## config.mk

```make
export PLATFORM = sky130hd
export DESIGN_NAME = outlier_rejecting_moving_average_core
export DESIGN_NICKNAME = d
export VERILOG_FILES = /design/src/hw/rtl/orma_pkg.sv /design/src/hw/rtl/outlier_rejecting_moving_average_core.sv /design/src/hw/rtl/orma_ring.sv /design/src/hw/rtl/orma_div.sv
export SDC_FILE = /design/constraint.sdc
export NUM_CORES = 2
export LEC_CHECK = 0
export BUFFER_PORTS_ARGS = -buffer_cell sky130_fd_sc_hd__buf_2
export CAP_MARGIN = 0
export CORE_MARGIN = 3
export CORE_UTILIZATION = 63
export DETAILED_ROUTE_END_ITERATION = 10
export GPL_ROUTABILITY_DRIVEN = 0
export HOLD_SLACK_MARGIN = 0.08
export PLACE_DENSITY = 0.81
export SYNTH_ARGS = -nofsm -noshare
export SYNTH_HDL_FRONTEND = slang
export SYNTH_HIERARCHICAL = 1
export SYNTH_SLANG_ARGS = --single-unit
```

## constraint.sdc

```tcl
create_clock -name clk -period 8.2 [get_ports clk]
set_input_delay 1.64 -clock clk [delete_from_list [all_inputs] [get_ports clk]]
set_output_delay 1.64 -clock clk [all_outputs]
set_load 0.05 [all_outputs]
```

## src/hw/rtl/orma_pkg.sv

```systemverilog
// orma_pkg: shared types and constants for the outlier rejecting moving average.
// Holds register indexes, field widths, reset values and the sequencer state type.
// No dependencies.
package orma_pkg;

	localparam int WINDOW_MAX_DEF   = 64;
	localparam int SAMPLE_WIDTH_DEF = 16;

	localparam int CFG_W     = 16;
	localparam int CFG_IDX_W = 2;
	localparam int WS_W      = 7;
	localparam int THR_W     = 16;
	localparam int OVR_W     = 8;
	localparam int TALLY_W   = 8;

	localparam logic [CFG_IDX_W-1:0] REG_WINDOW_SIZE = 2'd0;
	localparam logic [CFG_IDX_W-1:0] REG_THRESHOLD   = 2'd1;
	localparam logic [CFG_IDX_W-1:0] REG_OVERRIDE    = 2'd2;

	localparam logic [WS_W-1:0]  WS_RESET  = 7'd8;
	localparam logic [THR_W-1:0] THR_RESET = 16'd100;
	localparam logic [OVR_W-1:0] OVR_RESET = 8'd3;

	typedef enum logic [2:0] {
		ST_IDLE,
		ST_CHECK,
		ST_DIV_OV,
		ST_PUT,
		ST_DIV_MEAN,
		ST_DONE
	} orma_state_t;

endpackage

```

## src/hw/rtl/outlier_rejecting_moving_average_core.sv

```systemverilog
// outlier_rejecting_moving_average_core: moving average over a sample ring with outlier rejection.
// Per input: ring read, outlier check once filled, override mean division when the run limit is hit,
// ring write, mean division; a rejected outlier skips these. One item at a time, next input transfer
// in the cycle after the result is loaded. Divisions run in orma_div, one quotient bit per cycle.
// Reset (and a window size write) clears sum, run and fill state; ring entries read as zero.
// Depends on orma_pkg, orma_ring, orma_div.
module outlier_rejecting_moving_average_core
	import orma_pkg::*;
#(
	parameter int WINDOW_MAX   = WINDOW_MAX_DEF,
	parameter int SAMPLE_WIDTH = SAMPLE_WIDTH_DEF
) (
	input  logic                           clk,
	input  logic                           arst_n,
	input  logic                           cfg_write_en,
	input  logic [CFG_IDX_W-1:0]           cfg_index,
	input  logic [CFG_W-1:0]               cfg_data,
	input  logic                           in_valid,
	output logic                           in_ready,
	input  logic signed [SAMPLE_WIDTH-1:0] sample,
	output logic                           out_valid,
	input  logic                           out_ready,
	output logic                           accepted,
	output logic signed [SAMPLE_WIDTH-1:0] average,
	output logic [TALLY_W-1:0]             outlier_run
);

	localparam int SW       = SAMPLE_WIDTH;
	localparam int AW       = (WINDOW_MAX > 1) ? $clog2(WINDOW_MAX) : 1;
	localparam int WP_W     = $clog2(WINDOW_MAX + 1);
	localparam int SUM_W    = SW + $clog2(WINDOW_MAX) + 1;
	localparam int TOT_W    = SW + TALLY_W + 1;
	localparam int DVD_W    = (SUM_W > TOT_W) ? SUM_W : TOT_W;
	localparam int DVS_W    = (WP_W > TALLY_W) ? WP_W : TALLY_W;
	localparam int CMP_W    = (SW + 1 > THR_W) ? SW + 1 : THR_W;
	localparam int RESET_WP = (int'(WS_RESET) > WINDOW_MAX) ? WINDOW_MAX : int'(WS_RESET);

	function automatic logic [WP_W-1:0] win_eff(input logic [WS_W-1:0] ws);
		logic [31:0] w;
		w = 32'(ws);
		if (ws == '0) return WP_W'(1);
		if (w > 32'(WINDOW_MAX)) return WP_W'(WINDOW_MAX);
		return WP_W'(ws);
	endfunction

	orma_state_t state_q, state_d;

	logic [WS_W-1:0]         ws_q;
	logic [THR_W-1:0]        thr_q;
	logic [OVR_W-1:0]        ovr_q;
	logic [WP_W-1:0]         wp_q;
	logic                    filled_q;
	logic signed [SUM_W-1:0] sum_q;
	logic [TALLY_W-1:0]      tally_q;
	logic signed [TOT_W-1:0] total_q;
	logic signed [SW-1:0]    mean_q;
	logic                    acc_q;
	logic signed [SW-1:0]    x_q;
	logic signed [SW-1:0]    v_q;
	logic                    out_valid_q;
	logic                    acc_out_q;
	logic signed [SW-1:0]    avg_q;
	logic [TALLY_W-1:0]      run_q;

	logic [WP_W-1:0]         eff_w;
	logic [WP_W-1:0]         base_wp;
	logic [WP_W-1:0]         new_wp;
	logic [AW-1:0]           put_idx;
	logic [AW-1:0]           last_idx;
	logic [OVR_W-1:0]        eff_ov;
	logic [TALLY_W:0]        tally_n;
	logic signed [TOT_W-1:0] total_n;
	logic signed [SUM_W-1:0] sum_n;
	logic signed [SW:0]      dmean_s;
	logic signed [SW:0]      dlast_s;
	logic [SW:0]             dmean;
	logic [SW:0]             dlast;
	logic                    outlier;
	logic                    ov_fire;
	logic                    win_wr;

	logic                    ring_re;
	logic [AW-1:0]           ring_raddr;
	logic signed [SW-1:0]    ring_rd;
	logic                    ring_we;

	logic                    div_start;
	logic signed [DVD_W-1:0] div_dividend;
	logic [DVS_W-1:0]        div_divisor;
	logic                    div_busy;
	logic                    div_done;
	logic signed [DVD_W-1:0] div_quot;
	logic                    out_load;

	assign eff_w    = win_eff(ws_q);
	assign base_wp  = (wp_q == '0 || wp_q > eff_w) ? eff_w : wp_q;
	assign new_wp   = base_wp - WP_W'(1);
	assign put_idx  = new_wp[AW-1:0];
	assign last_idx = wp_q[AW-1:0];
	assign eff_ov   = (ovr_q == '0) ? OVR_W'(1) : ovr_q;
	assign tally_n  = {1'b0, tally_q} + (TALLY_W + 1)'(1);
	assign total_n  = total_q + TOT_W'(x_q);
	assign sum_n    = sum_q - SUM_W'(ring_rd) + SUM_W'(v_q);
	assign dmean_s  = (SW + 1)'(x_q) - (SW + 1)'(mean_q);
	assign dlast_s  = (SW + 1)'(x_q) - (SW + 1)'(ring_rd);
	assign dmean    = dmean_s[SW] ? (SW + 1)'(-dmean_s) : (SW + 1)'(dmean_s);
	assign dlast    = dlast_s[SW] ? (SW + 1)'(-dlast_s) : (SW + 1)'(dlast_s);
	assign outlier  = (CMP_W'(dmean) > CMP_W'(thr_q)) && (CMP_W'(dlast) > CMP_W'(thr_q));
	assign ov_fire  = tally_n >= {1'b0, eff_ov};
	assign win_wr   = cfg_write_en && cfg_index == REG_WINDOW_SIZE;

	orma_ring #(
		.DEPTH (WINDOW_MAX),
		.AW    (AW),
		.DW    (SW)
	) u_ring (
		.clk     (clk),
		.arst_n  (arst_n),
		.clear   (win_wr),
		.rd_en   (ring_re),
		.rd_addr (ring_raddr),
		.rd_data (ring_rd),
		.wr_en   (ring_we),
		.wr_addr (put_idx),
		.wr_data (v_q)
	);

	orma_div #(
		.DVD_W (DVD_W),
		.DVS_W (DVS_W)
	) u_div (
		.clk      (clk),
		.arst_n   (arst_n),
		.start    (div_start),
		.dividend (div_dividend),
		.divisor  (div_divisor),
		.busy     (div_busy),
		.done     (div_done),
		.quotient (div_quot)
	);

	always_comb begin
		state_d      = state_q;
		in_ready     = 1'b0;
		ring_re      = 1'b0;
		ring_raddr   = put_idx;
		ring_we      = 1'b0;
		div_start    = 1'b0;
		div_dividend = DVD_W'(sum_n);
		div_divisor  = DVS_W'(eff_w);
		out_load     = 1'b0;
		case (state_q)
			ST_IDLE: begin
				in_ready = 1'b1;
				if (in_valid) begin
					ring_re    = 1'b1;
					ring_raddr = filled_q ? last_idx : put_idx;
					state_d    = filled_q ? ST_CHECK : ST_PUT;
				end
			end
			ST_CHECK: begin
				if (!outlier) begin
					ring_re = 1'b1;
					state_d = ST_PUT;
				end else if (ov_fire) begin
					div_start    = 1'b1;
					div_dividend = DVD_W'(total_n);
					div_divisor  = DVS_W'(tally_n[TALLY_W-1:0]);
					state_d      = ST_DIV_OV;
				end else begin
					state_d = ST_DONE;
				end
			end
			ST_DIV_OV: begin
				if (div_done) begin
					ring_re = 1'b1;
					state_d = ST_PUT;
				end
			end
			ST_PUT: begin
				ring_we   = 1'b1;
				div_start = 1'b1;
				state_d   = ST_DIV_MEAN;
			end
			ST_DIV_MEAN: begin
				if (div_done) begin
					state_d = ST_DONE;
				end
			end
			ST_DONE: begin
				if (!out_valid_q || out_ready) begin
					out_load = 1'b1;
					state_d  = ST_IDLE;
				end
			end
			default: begin
				state_d = ST_IDLE;
			end
		endcase
	end

	always_ff @(posedge clk or negedge arst_n) begin
		if (!arst_n) begin
			state_q <= ST_IDLE;
		end else begin
			state_q <= state_d;
		end
	end

	always_ff @(posedge clk or negedge arst_n) begin
		if (!arst_n) begin
			ws_q        <= WS_RESET;
			thr_q       <= THR_RESET;
			ovr_q       <= OVR_RESET;
			wp_q        <= WP_W'(RESET_WP);
			filled_q    <= 1'b0;
			sum_q       <= '0;
			tally_q     <= '0;
			total_q     <= '0;
			mean_q      <= '0;
			acc_q       <= 1'b0;
			out_valid_q <= 1'b0;
		end else begin
			if (state_q == ST_IDLE && in_valid) begin
				acc_q <= 1'b0;
			end
			if (state_q == ST_CHECK) begin
				if (!outlier || ov_fire) begin
					tally_q <= '0;
					total_q <= '0;
				end else begin
					tally_q <= tally_n[TALLY_W-1:0];
					total_q <= total_n;
				end
			end
			if (state_q == ST_PUT) begin
				wp_q  <= new_wp;
				sum_q <= sum_n;
				acc_q <= 1'b1;
				if (wp_q == '0) begin
					filled_q <= 1'b1;
				end
			end
			if (state_q == ST_DIV_MEAN && div_done) begin
				mean_q <= div_quot[SW-1:0];
			end
			if (out_load) begin
				out_valid_q <= 1'b1;
			end else if (out_ready) begin
				out_valid_q <= 1'b0;
			end
			if (cfg_write_en) begin
				case (cfg_index)
					REG_WINDOW_SIZE: begin
						ws_q     <= cfg_data[WS_W-1:0];
						wp_q     <= win_eff(cfg_data[WS_W-1:0]);
						filled_q <= 1'b0;
						sum_q    <= '0;
						tally_q  <= '0;
						total_q  <= '0;
						mean_q   <= '0;
					end
					REG_THRESHOLD: begin
						thr_q <= cfg_data[THR_W-1:0];
					end
					REG_OVERRIDE: begin
						ovr_q <= cfg_data[OVR_W-1:0];
					end
					default: begin
					end
				endcase
			end
		end
	end

	always_ff @(posedge clk) begin
		if (state_q == ST_IDLE && in_valid) begin
			x_q <= sample;
			v_q <= sample;
		end
		if (state_q == ST_DIV_OV && div_done) begin
			v_q <= div_quot[SW-1:0];
		end
		if (out_load) begin
			acc_out_q <= acc_q;
			avg_q     <= mean_q;
			run_q     <= tally_q;
		end
	end

	assign out_valid   = out_valid_q;
	assign accepted    = acc_out_q;
	assign average     = avg_q;
	assign outlier_run = run_q;

	a_wp_in_window: assert property (@(posedge clk) disable iff (!arst_n)
		filled_q |-> wp_q < eff_w)
		else $error("write position outside window while ring filled");

	a_put_in_window: assert property (@(posedge clk) disable iff (!arst_n)
		ring_we |-> new_wp < eff_w)
		else $error("ring write outside window");

	a_div_done_state: assert property (@(posedge clk) disable iff (!arst_n)
		div_done |-> (state_q == ST_DIV_OV || state_q == ST_DIV_MEAN))
		else $error("divider finished outside a wait state");

	a_div_start_idle: assert property (@(posedge clk) disable iff (!arst_n)
		div_start |-> !div_busy)
		else $error("divider started while busy");

endmodule

```

## src/hw/rtl/orma_ring.sv

```systemverilog
// orma_ring: sample ring memory, one write and one registered read port.
// Per-entry valid flags make unwritten entries read as zero after reset or clear.
// No dependencies.
module orma_ring #(
	parameter int DEPTH = 64,
	parameter int AW    = 6,
	parameter int DW    = 16
) (
	input  logic          clk,
	input  logic          arst_n,
	input  logic          clear,
	input  logic          rd_en,
	input  logic [AW-1:0] rd_addr,
	output logic [DW-1:0] rd_data,
	input  logic          wr_en,
	input  logic [AW-1:0] wr_addr,
	input  logic [DW-1:0] wr_data
);

	logic [DW-1:0]    mem [DEPTH];
	logic [DEPTH-1:0] vld_q;
	logic [DW-1:0]    rd_q;
	logic             rd_vld_q;

	always_ff @(posedge clk) begin
		if (wr_en) begin
			mem[wr_addr] <= wr_data;
		end
		if (rd_en) begin
			rd_q <= mem[rd_addr];
		end
	end

	always_ff @(posedge clk or negedge arst_n) begin
		if (!arst_n) begin
			vld_q    <= '0;
			rd_vld_q <= 1'b0;
		end else begin
			if (clear) begin
				vld_q <= '0;
			end else if (wr_en) begin
				vld_q[wr_addr] <= 1'b1;
			end
			if (rd_en) begin
				rd_vld_q <= vld_q[rd_addr];
			end
		end
	end

	assign rd_data = rd_vld_q ? rd_q : '0;

endmodule

```

## src/hw/rtl/orma_div.sv

```systemverilog
// orma_div: iterative signed-by-unsigned divider, quotient truncated toward zero.
// Restoring, one quotient bit per cycle; done pulses in the cycle after the last bit.
// No dependencies.
module orma_div #(
	parameter int DVD_W = 25,
	parameter int DVS_W = 8
) (
	input  logic                    clk,
	input  logic                    arst_n,
	input  logic                    start,
	input  logic signed [DVD_W-1:0] dividend,
	input  logic [DVS_W-1:0]        divisor,
	output logic                    busy,
	output logic                    done,
	output logic signed [DVD_W-1:0] quotient
);

	localparam int CNT_W = $clog2(DVD_W + 1);

	logic             busy_q;
	logic             done_q;
	logic [CNT_W-1:0] cnt_q;
	logic             neg_q;
	logic [DVD_W-1:0] q_q;
	logic [DVS_W-1:0] rem_q;
	logic [DVS_W-1:0] dvs_q;

	logic [DVD_W-1:0] mag;
	logic [DVS_W:0]   shifted;
	logic [DVS_W:0]   diff;
	logic             ge;
	logic             last;

	assign mag     = dividend[DVD_W-1] ? DVD_W'(-dividend) : DVD_W'(dividend);
	assign shifted = {rem_q, q_q[DVD_W-1]};
	assign diff    = shifted - {1'b0, dvs_q};
	assign ge      = shifted >= {1'b0, dvs_q};
	assign last    = cnt_q == CNT_W'(DVD_W - 1);

	always_ff @(posedge clk or negedge arst_n) begin
		if (!arst_n) begin
			busy_q <= 1'b0;
			done_q <= 1'b0;
			cnt_q  <= '0;
		end else begin
			done_q <= busy_q && last;
			if (start) begin
				busy_q <= 1'b1;
				cnt_q  <= '0;
			end else if (busy_q) begin
				cnt_q <= cnt_q + 1'b1;
				if (last) begin
					busy_q <= 1'b0;
				end
			end
		end
	end

	always_ff @(posedge clk) begin
		if (start) begin
			neg_q <= dividend[DVD_W-1];
			q_q   <= mag;
			rem_q <= '0;
			dvs_q <= divisor;
		end else if (busy_q) begin
			q_q   <= {q_q[DVD_W-2:0], ge};
			rem_q <= ge ? diff[DVS_W-1:0] : shifted[DVS_W-1:0];
		end
	end

	assign busy     = busy_q;
	assign done     = done_q;
	assign quotient = neg_q ? -$signed(q_q) : $signed(q_q);

endmodule
```

==> impl_metrics.toml <==
[run_status]
outcome = "complete, no violations"

[cells_and_area]
multi_input_area_mm2 = 0.0192
seqCellArea_mm2 = 0.0388
drive_above_1_share = 0.182
n_fill_cell = 5704
nNetsFinal = 4245
syn2layout_area_growth_pct = 11.1

[timing]
maxSlewViolCount = 0
min_period_ps = 7640
setup_ws_ps = 561
setup_violations = 0
worstMarginPinSlew_ps = 1160
max-slew-margin-rel = 0.205
finalCritPeriodShare = 0.932
hold_violations = 0
fin_setup_tns_ps = 0
clock_skew_ps = 47.9
grt_setup_unrepaired = "false"
timing.fmax_ghz = 0.131

[critical_path]
critPathArrivalTime_ps = 8120
crit_buf_inv = 3
crit_family = "simple AND/OR/NAND/NOR gates"
critPathSlowestCell = "dfrtp_2"
worstSetupPathType = "reg -> reg"
cp_max_fo = 17
worst_path_largest_cell_delay_ps = 560
required_ps = 8680
crit_path_end_kind = "flop"
critPathLaunchType = "flop"

[cts]
clk_pin_slew_ps = 60
postCtsSetupBuffers = 0
clk_latency_ps = 780
numCtsBuffers = 134
cts.sinks = 1327
htree_levels = 4
cts_root_buffer = "clkbuf_16"
holdBufCountCts = 0
clock_path_buffers = 3
cts_tree = "done"

[die]
io_pins = 66
dieArea_mm2 = 0.0981
core_mm2 = 0.0935
num_rows = 112
initial_core_util = 0.636
die_h_um = 313
die_x_um = 313

[yosys]
yosys_warnings = 6
netlist_instances = 3892
syn_avg_cell_area_um2 = 15.3
synth.cell_area_mm2 = 0.0595
syn_nets = 4099

[job]
maxCapViolCount = 0

[global_routing]
grt_pass1_vias = 35400
grt_pass1_wl_um = 227000
grt_max_degree = 116
grt_use_total = 0.313
antenna_found_initial = 8
grt-ovfl-total = 0

[min_path]
hold_path.class = "reg -> reg"

[routing]
via_count = 36100
drt-total-wl_um = 151000
first_iter_violations = 4485
post_drt_wl_per_cell_um = 27.9
first_pass_iters = 6
via_per_inst = 6.69
post-route-drc-count = 0
ant_nets = 0

[placement]
post-place-ws_ps = 607
numPortBuffers = 65
dp_hpwl_um = 91100
-- timing repair --
| item | 4_1_cts | 5_1_grt |
|---|---|---|
| endpoints found under the setup margin | 0 | 2 |
| hold endpoints to repair | 0 | 0 |
| gates resized for setup | 0 | 1 |
-- flip-flops by register name (all words and copies together), names as in the netlist, 16 cells and up --
signal / flops
u_ring/rd_q: 16
thr_q: 16
mean_q: 16
u_ring/vld_q: 64
v_q: 16
u_ring/mem: 1024
sum_q: 23
average: 16
x_q: 16
total_q: 25
u_div/q_q: 25
-- placed cells by master (no fill, tap or decap), drive strengths merged, types with 85 or more instances in the layout --
cell	n
ha	142
nor2	314
buf	187
a21oi	175
a22oi	132
xnor2	85
edfxtp	1131
mux4	264
inv	205
dfrtp	181
clkbuf	169
nand3	86
nand2	200
-- path summary, 6_finish.rpt --
| check | cells after the start | slack [ps] | endpoint | startpoint |
|---|---|---|---|---|
| hold / removal | 0 | 450 | accepted$_DFFE_PP_ | acc_q$_DFFE_PN0P_ |
| setup / recovery | 30 | 560 | u_div/q_q[18]$_DFFE_PP_ | u_ring/rd_vld_q$_DFFE_PN0P_ |
| max in group asynchronous | 2 | 5500 | u_ring/rd_vld_q$_DFFE_PN0P_ | arst_n |
| setup reg to reg | 30 | 560 | u_div/q_q[18]$_DFFE_PP_ | u_ring/rd_vld_q$_DFFE_PN0P_ |
| hold reg to reg | 0 | 450 | accepted$_DFFE_PP_ | acc_q$_DFFE_PN0P_ |
| min in group asynchronous | 1 | 990 | u_div/cnt_q[1]$_DFFE_PN0P_ | arst_n |
-- layout make-up --
type | instances | share of cell area
inverter | 198 | 0.0113
timing repair buffer | 188 | 0.0200
sequential | 1327 | 0.588
clock inverter | 77 | 0.0123
tap | 1254 | 0.0237
clock buffer | 168 | 0.0541
multi-input combinational | 2189 | 0.291
antenna | 4 | 0.000151
-- worst reg2reg max path, delay by kind of cell (launching register included) --
kind / cells / cell delay, ps
AND/OR/NAND/NOR: 11 / 2590
AO/OA/AOI/OAI: 11 / 2510
buffers and inverters: 3 / 580
XOR/XNOR: 2 / 350
adder cells (fa/ha/maj): 2 / 630
flip-flops: 1 / 560
multiplexers: 1 / 140
-- stage by stage --
stage,area (um2),util,hold WS [ps],cells
global placement,61700,0.660,433,5156
CTS,66100,0.707,457,5401
global route,66100,0.707,473,5401
floorplan,59500,-,425,3892
finish,66100,0.707,454,5405
detailed placement,61700,0.660,443,5156
-- routing by layer --
layer / share of wire / routed length [um] / global-route usage / vias up
met4: 0.049 / 7430 / 0.145 / 4
li1: - / - / - / 15300
met3: 0.094 / 14200 / 0.0631 / 396
met2: 0.48 / 73100 / 0.497 / 2173
met5: 0.00021 / 32 / 0 / -
met1: 0.37 / 56300 / 0.425 / 18200
Power is left out: the tool's default activity adds up to more than one toggle a clock period on the data nets, which glitch-free logic cannot reach.
